**src/hw/rtl/btsl_pkg.sv**
```systemverilog
package btsl_pkg;

    // field widths
    localparam int BYTE_W   = 8;
    localparam int WORD_W   = 32;
    localparam int CADDR_W  = 24;
    localparam int TARGET_W = 4;
    localparam int CORE_W   = 8;
    localparam int WCNT_W   = 30;
    localparam int CIDX_W   = 3;

    // address decode
    localparam logic [CADDR_W-1:0] CORE_ADDR_MASK = 24'hFF_FFFF;
    localparam logic [7:0]         SHARED_TOP     = 8'h0C;
    localparam logic [3:0]         LOCAL_ALIAS_HI = 4'h1;
    localparam logic [WORD_W-1:0]  SIZE_SAT_LIMIT = 32'hFFFF_FFFC;
    localparam logic [WCNT_W-1:0]  WORDS_MAX      = 30'h3FFF_FFFF;

    // target codes
    localparam logic [TARGET_W-1:0] TARGET_CORE0    = 4'd0;
    localparam logic [TARGET_W-1:0] TARGET_SHARED   = 4'd8;
    localparam logic [TARGET_W-1:0] TARGET_EXTERNAL = 4'd9;
    localparam logic [CORE_W-1:0]   CORE_COUNT      = 8'd8;

    // register reset values
    localparam logic [CORE_W-1:0]  TARGET_CORE_RST    = 8'h00;
    localparam logic [CADDR_W-1:0] LOCAL_START_RST    = 24'h80_0000;
    localparam logic [WORD_W-1:0]  SHARED_START_RST   = 32'h0C00_0000;
    localparam logic [WORD_W-1:0]  EXTERNAL_START_RST = 32'h8000_0000;
    localparam logic [WORD_W-1:0]  ENTRY_SLOT_RST     = 32'h0000_0000;

    // register indexes
    typedef enum logic [CIDX_W-1:0] {
        REG_TARGET_CORE    = 3'd0,
        REG_LOCAL_START    = 3'd1,
        REG_SHARED_START   = 3'd2,
        REG_EXTERNAL_START = 3'd3,
        REG_ENTRY_SLOT     = 3'd4
    } reg_index_t;

    // parser phases
    typedef enum logic [3:0] {
        PH_ENTRY = 4'b0001,
        PH_SIZE  = 4'b0010,
        PH_ADDR  = 4'b0100,
        PH_DATA  = 4'b1000
    } phase_t;

    // pending write between parser and offset stage
    typedef struct packed {
        logic [TARGET_W-1:0] tgt;
        logic [WORD_W-1:0]   addr;
        logic [WORD_W-1:0]   data;
        logic                is_entry;
    } emit_t;

endpackage

```
**src/hw/rtl/boot_table_section_loader_unit.sv**
```systemverilog
// channel   | beat contents                                   | handshake
// ----------+-------------------------------------------------+----------------------
// input     | image_byte                                      | in_valid / in_ready
// output    | target, byte_offset, data_word, dropped,        | out_valid / out_ready
//           | entry_write                                     |
// config    | cfg_index, cfg_data                             | cfg_we, no wait
//
// one byte per cycle while in_ready is high; writes pass the pending and result stages
// stages: parser registers, pending write register, result register
// reset returns every config register to its default and the parser to the entry phase
// a stalled result holds; once the pending write is also full, input waits until it moves on
module boot_table_section_loader_unit (
    input  logic                              clk,
    input  logic                              rst_n,
    input  logic                              in_valid,
    output logic                              in_ready,
    input  logic [btsl_pkg::BYTE_W-1:0]       image_byte,
    output logic                              out_valid,
    input  logic                              out_ready,
    output logic [btsl_pkg::TARGET_W-1:0]     target,
    output logic [btsl_pkg::WORD_W-1:0]       byte_offset,
    output logic [btsl_pkg::WORD_W-1:0]       data_word,
    output logic                              dropped,
    output logic                              entry_write,
    input  logic                              cfg_we,
    input  logic [btsl_pkg::CIDX_W-1:0]       cfg_index,
    input  logic [btsl_pkg::WORD_W-1:0]       cfg_data
);
    import btsl_pkg::*;

    // config registers
    logic [CORE_W-1:0]  target_core_reg;
    logic [CADDR_W-1:0] local_start_reg;
    logic [WORD_W-1:0]  shared_start_reg;
    logic [WORD_W-1:0]  external_start_reg;
    logic [WORD_W-1:0]  entry_slot_reg;

    // parser state
    phase_t              phase_reg, phase_next;
    logic [1:0]          byte_index_reg, byte_index_next;
    logic [CADDR_W-1:0]  partial_reg, partial_next;
    logic [WORD_W-1:0]   entry_addr_reg, entry_addr_next;
    logic [WCNT_W-1:0]   words_left_reg, words_left_next;
    logic [WORD_W-1:0]   write_addr_reg, write_addr_next;
    logic [TARGET_W-1:0] sect_target_reg, sect_target_next;

    // pending write stage
    logic  pend_valid_reg;
    emit_t pend_reg;
    emit_t emit_next;
    logic  emit_fire;

    // result stage
    logic                out_valid_reg;
    logic [TARGET_W-1:0] target_reg;
    logic [WORD_W-1:0]   offset_reg, offset_next;
    logic [WORD_W-1:0]   data_reg;
    logic                dropped_reg, dropped_next;
    logic                entry_reg;

    logic                in_accept;
    logic                out_load;
    logic [WORD_W-1:0]   word;
    logic [7:0]          top_byte;
    logic [WCNT_W-1:0]   words_dec;
    logic [WORD_W-1:0]   eff_addr;
    logic [WORD_W-1:0]   region_start;

    // handshake
    assign out_load  = !out_valid_reg || out_ready;
    assign in_ready  = !pend_valid_reg || out_load;
    assign in_accept = in_valid && in_ready;

    // config write port
    always_ff @(posedge clk or negedge rst_n)
    begin
        if (!rst_n)
        begin
            target_core_reg    <= TARGET_CORE_RST;
            local_start_reg    <= LOCAL_START_RST;
            shared_start_reg   <= SHARED_START_RST;
            external_start_reg <= EXTERNAL_START_RST;
            entry_slot_reg     <= ENTRY_SLOT_RST;
        end
        else if (cfg_we)
        begin
            unique case (cfg_index)
                REG_TARGET_CORE:    target_core_reg    <= cfg_data[CORE_W-1:0];
                REG_LOCAL_START:    local_start_reg    <= cfg_data[CADDR_W-1:0];
                REG_SHARED_START:   shared_start_reg   <= cfg_data;
                REG_EXTERNAL_START: external_start_reg <= cfg_data;
                REG_ENTRY_SLOT:     entry_slot_reg     <= cfg_data;
                default:            ;
            endcase
        end
    end

    // byte assembly and section parsing
    assign word      = {partial_reg, image_byte};
    assign top_byte  = word[WORD_W-1 -: 8];
    assign words_dec = (words_left_reg != '0) ? words_left_reg - 1'b1 : words_left_reg;

    always_comb
    begin
        phase_next       = phase_reg;
        byte_index_next  = byte_index_reg;
        partial_next     = partial_reg;
        entry_addr_next  = entry_addr_reg;
        words_left_next  = words_left_reg;
        write_addr_next  = write_addr_reg;
        sect_target_next = sect_target_reg;
        emit_fire        = 1'b0;
        emit_next        = '{tgt: sect_target_reg, addr: write_addr_reg,
                             data: word, is_entry: 1'b0};
        if (in_accept)
        begin
            if (byte_index_reg != 2'd3)
            begin
                partial_next    = {partial_reg[CADDR_W-9:0], image_byte};
                byte_index_next = byte_index_reg + 2'd1;
            end
            else
            begin
                partial_next    = '0;
                byte_index_next = 2'd0;
                unique case (phase_reg)
                    PH_ENTRY:
                    begin
                        entry_addr_next = word;
                        phase_next      = PH_SIZE;
                    end
                    PH_SIZE:
                    begin
                        if (word == '0)
                        begin
                            emit_fire  = 1'b1;
                            emit_next  = '{tgt: TARGET_CORE0, addr: entry_slot_reg,
                                           data: entry_addr_reg, is_entry: 1'b1};
                            phase_next = PH_ENTRY;
                        end
                        else
                        begin
                            // round up to whole words, saturate near the top
                            if (word > SIZE_SAT_LIMIT)
                                words_left_next = WORDS_MAX;
                            else
                                words_left_next = word[WORD_W-1:2]
                                                + {{(WCNT_W-1){1'b0}}, |word[1:0]};
                            phase_next = PH_ADDR;
                        end
                    end
                    PH_ADDR:
                    begin
                        write_addr_next = word;
                        // region chosen once per section from the top byte
                        priority if (top_byte == 8'h00 || top_byte[7:4] == LOCAL_ALIAS_HI[3:0])
                            sect_target_next = (target_core_reg < CORE_COUNT)
                                             ? target_core_reg[TARGET_W-1:0] : TARGET_CORE0;
                        else if (top_byte == SHARED_TOP)
                            sect_target_next = TARGET_SHARED;
                        else
                            sect_target_next = TARGET_EXTERNAL;
                        phase_next = (words_left_reg == '0) ? PH_SIZE : PH_DATA;
                    end
                    PH_DATA:
                    begin
                        emit_fire       = 1'b1;
                        write_addr_next = write_addr_reg + WORD_W'(4);
                        words_left_next = words_dec;
                        if (words_dec == '0)
                            phase_next = PH_SIZE;
                    end
                    default:
                        phase_next = PH_ENTRY;
                endcase
            end
        end
    end

    // parser registers
    always_ff @(posedge clk or negedge rst_n)
    begin
        if (!rst_n)
        begin
            phase_reg       <= PH_ENTRY;
            byte_index_reg  <= 2'd0;
            partial_reg     <= '0;
            entry_addr_reg  <= '0;
            words_left_reg  <= '0;
            write_addr_reg  <= '0;
            sect_target_reg <= '0;
        end
        else
        begin
            phase_reg       <= phase_next;
            byte_index_reg  <= byte_index_next;
            partial_reg     <= partial_next;
            entry_addr_reg  <= entry_addr_next;
            words_left_reg  <= words_left_next;
            write_addr_reg  <= write_addr_next;
            sect_target_reg <= sect_target_next;
        end
    end

    // pending write register
    always_ff @(posedge clk or negedge rst_n)
    begin
        if (!rst_n)
            pend_valid_reg <= 1'b0;
        else if (in_ready)
            pend_valid_reg <= in_accept && emit_fire;
    end

    always_ff @(posedge clk)
    begin
        if (in_accept && emit_fire)
            pend_reg <= emit_next;
    end

    // region offset and below-start check
    always_comb
    begin
        if (pend_reg.tgt < TARGET_SHARED)
        begin
            eff_addr     = {8'h00, pend_reg.addr[CADDR_W-1:0] & CORE_ADDR_MASK};
            region_start = {8'h00, local_start_reg};
        end
        else if (pend_reg.tgt == TARGET_SHARED)
        begin
            eff_addr     = pend_reg.addr;
            region_start = shared_start_reg;
        end
        else
        begin
            eff_addr     = pend_reg.addr;
            region_start = external_start_reg;
        end
        dropped_next = eff_addr < region_start;
        offset_next  = dropped_next ? '0 : eff_addr - region_start;
    end

    // result register
    always_ff @(posedge clk or negedge rst_n)
    begin
        if (!rst_n)
            out_valid_reg <= 1'b0;
        else if (out_load)
            out_valid_reg <= pend_valid_reg;
    end

    always_ff @(posedge clk)
    begin
        if (out_load && pend_valid_reg)
        begin
            target_reg  <= pend_reg.tgt;
            offset_reg  <= offset_next;
            data_reg    <= pend_reg.data;
            dropped_reg <= dropped_next;
            entry_reg   <= pend_reg.is_entry;
        end
    end

    assign out_valid   = out_valid_reg;
    assign target      = target_reg;
    assign byte_offset = offset_reg;
    assign data_word   = data_reg;
    assign dropped     = dropped_reg;
    assign entry_write = entry_reg;

endmodule

```
**config.mk**
```make
export PLATFORM = sky130hd
export DESIGN_NAME = boot_table_section_loader_unit
export DESIGN_NICKNAME = d
export VERILOG_FILES = /design/src/hw/rtl/btsl_pkg.sv /design/src/hw/rtl/boot_table_section_loader_unit.sv
export SDC_FILE = /design/constraint.sdc
export NUM_CORES = 1
export LEC_CHECK = 0
export BUFFER_PORTS_ARGS = -buffer_cell sky130_fd_sc_hd__buf_2
export CORE_MARGIN = 2
export CORE_UTILIZATION = 55
export DETAILED_ROUTE_END_ITERATION = 8
export GPL_TIMING_DRIVEN = 0
export PLACE_DENSITY = 0.73
export RECOVER_POWER = 25
export SYNTH_ARGS = -nofsm -noshare
export SYNTH_HDL_FRONTEND = slang
export SYNTH_SLANG_ARGS = --single-unit
```
**constraint.sdc**
```tcl
create_clock -name clk -period 11.71 [get_ports clk]
set_input_delay 1.171 -clock clk [delete_from_list [all_inputs] [get_ports clk]]
set_output_delay 1.171 -clock clk [all_outputs]
set_load 0.1 [all_outputs]
```
==> results by group <==
Global routing
  • Initial antenna violation count: 0
  • Grt total ovfl: 0
  • Largest net degree at the start of global routing: 125
  • Vias in the first global route: 15,360
  • First-pass GRT wire length: 84,660 um
  • Total track usage: 0.2845

Worst setup path
  • Critical path launch point type: input pin
  • Worst-path cell chain: clkbuf_1, clkbuf_1
  • Crit path largest cell delay: 2800 ps
  • CP Class: in2async
  • Critical Path Slowest Stage Cell: clkbuf_1
  • CP Buf/Inv Count: 2
  • Most frequent cell on the critical path: clkbuf_1
  • WP data required: 11,580 ps
  • Critical Path AT: 6670 ps
  • Critical path endpoint category: async pin
  • CP top delay family: buffers and inverters
  • Worst Path Max Fanout: 74

Cells and area
  • Fin nets: 2,073
  • Multi-input gate area: 0.008587 mm^2
  • Most common cell after layout, fill and taps aside: nand2_1
  • Share of cells above drive strength 1: 0.1905
  • Highest-count cells in the layout ignoring fill and taps: nand2_1 (266), dfrtp_1 (253), mux2_2 (161)
  • FF+latch area: 0.01064 mm^2
  • Synthesis-to-finish area growth: 14.60%
  • Post-route cell area: 0.02265 mm^2
  • Fin cells: 2,483
  • Number of fill cells: 2,734
  • Largest register FFs: 69

Place
  • Dpl cells: 2,402
  • Port bufs: 115
  • Placed cell areas: 0.02106 mm^2
  • HPWL after DPL: 37,290 um
  • GPL Wtd Cong: 0.8966

Routing
  • DR DRC count: 0
  • Via-per-instance ratio: 6.178
  • Vias: 15,340
  • WL met2: 25,100 um
  • Post-Route WL: 52,700 um
  • Final ANT Viol Nets: 0
  • Highest routed layer: met4
  • WL met3: 3098 um
  • Starting DRT DRC Count: 1,464
  • Met1 WL: 22,500 um
  • Drt pass-1 iters: 5
  • Drt wl/cell: 21.22 um

Die
  • Starting Density: 0.5571
  • Die Wd: 193.6 um
  • Die H: 193.6 um
  • Row count: 69
  • Core ar.: 0.03548 mm^2
  • DIE AREA: 0.03747 mm^2
  • Ports: 120

Timing
  • Least-Margin Pin Slew: 4044 ps
  • Hold Violations, Final: 0
  • Slew Limit Headroom: -1.696
  • Final setup violation count: 0
  • Clk_skew: 15.36 ps
  • Tmin final: 6797 ps
  • Slew Viols, Final: 175
  • Fin crit share: 0.5805
  • Maximum clock rate: 147.1 MHz
  • RSZ-0062 raised after global routing: false
  • TNS Setup: 0 ps

Power and ir drop
  • Power density cells: 222.9 mW/mm^2
  • Worst vdd ir: 202.3 uV
  • P_leak: 0.009427 uW

Synth
  • Sequential area share after synthesis: 0.5381
  • Avg Inst Size Synth: 10.85 um^2
  • Yosys warns: 0
  • Mapped Nets: 1,908
  • Mapped Area: 0.01977 mm^2
  • FF+latch count, synth: 397
  • Ys async rst share: 0.6499
  • Post-Synthesis Cells: 1,821
  • EDFF count, synth: 139
  • Main synth FF type: dfrtp_1
  • Unique masters post-synth: 79

Clock network
  • H-tree levels: 2
  • Reg clk slew, reported paths: 60 ps
  • CTS tree: built
  • Hold buffers post-CTS: 0
  • Total CTS buffers: 43
  • Clk sink count: 397
  • Clk buf depth: 3
  • CTS Root Cell: clkbuf_16
  • Skew-Pair Late Insertion Delay: 570 ps
  • Post-CTS Repair Setup Buffers: 0
  • Resized Gates After CTS: 0

Outcome
  • Outcome: finished, violations left
  • Failing checks: capacitance limit, slew limit

Worst hold path
  • Worst hold path type: reg2reg

Job
  • Max Cap Violations: 3
## worst paths after layout
kind | start | to | slack [ps] | depth (start not counted)
max | rst_n | words_left_reg[9] | 4910 | 2
min | pend_reg[10] | data_word[9] | 410 | 0
max reg2reg | pend_reg[68] | byte_offset[31] | 6020 | 18
min reg2reg | pend_reg[10] | data_word[9] | 410 | 0
max in group clk | pend_reg[68] | byte_offset[31] | 6020 | 18
min in group asynchronous | rst_n | external_start_reg[25] | 2020 | 1
## final cells by class
cell class,instances,area share
antenna,1,0.0001105
buffer,123,0.02110
clock buffer,53,0.05374
clock inverter,27,0.01839
inverter,21,0.003480
multi-input combinational,1280,0.3791
sequential,397,0.4695
tap,461,0.02546
timing repair buffer,120,0.02911
## synthesized netlist by cell type, drive strengths merged, types with 27 or more instances
master,number,area share
nand2,267,0.051
mux2,161,0.092
a32oi,32,0.014
nor2,80,0.015
nor3,43,0.011
nand3,60,0.015
ha,38,0.024
clkbuf,111,0.021
and3,27,0.0085
o22a,38,0.017
a21oi,78,0.020
o21ai,96,0.024
dfrtp,253,0.32
edfxtp,139,0.21
a21o,58,0.022
## metrics by stage
stage / setup WS [ps] / util / power, uW / hold slack, ps
3_5_place_dp: 6006 / 0.5934 / 3492 / 404.5
3_3_place_gp: 4745 / 0.5895 / 3444 / 405.2
2_1_floorplan: 6437 / - / 3050 / 400.3
6_report: 4913 / 0.6384 / 5050 / 412.5
5_1_grt: 3613 / 0.6384 / 5309 / 420.0
4_1_cts: 6014 / 0.6394 / 5041 / 416.2
## kinds of logic (layout without fill, tap and decap cells)
kind of cell               after synthesis  count (layout)  share of synthesized area
other                                    0               1                          0
buffers and inverters                  144             344                    0.02817
AOI/OAI and AO/OA                      402             402                     0.1381
adders and majority gates               39              39                    0.02507
and+or+nand+nor                        620             620                     0.1525
DFF                                    397             397                     0.5381
muxes                                  171             171                    0.09678
xor gates and xnor gates                48              48                    0.02127
## per-layer routing
| metal | track usage | vias up |
|---|---|---|
| li1 | - | 7037 |
| met1 | 0.3821 | 7548 |
| met4 | 0.1219 | 0 |
| met2 | 0.4628 | 622 |
| met3 | 0.04341 | 133 |
| met5 | 0 | - |
## report_power, final
part,internal (uW),switching (uW)
registers,1780,228
logic,557,949
clock network,965,574
total,3300,1750
No activity file was read; power rests on OpenSTA's default activity.
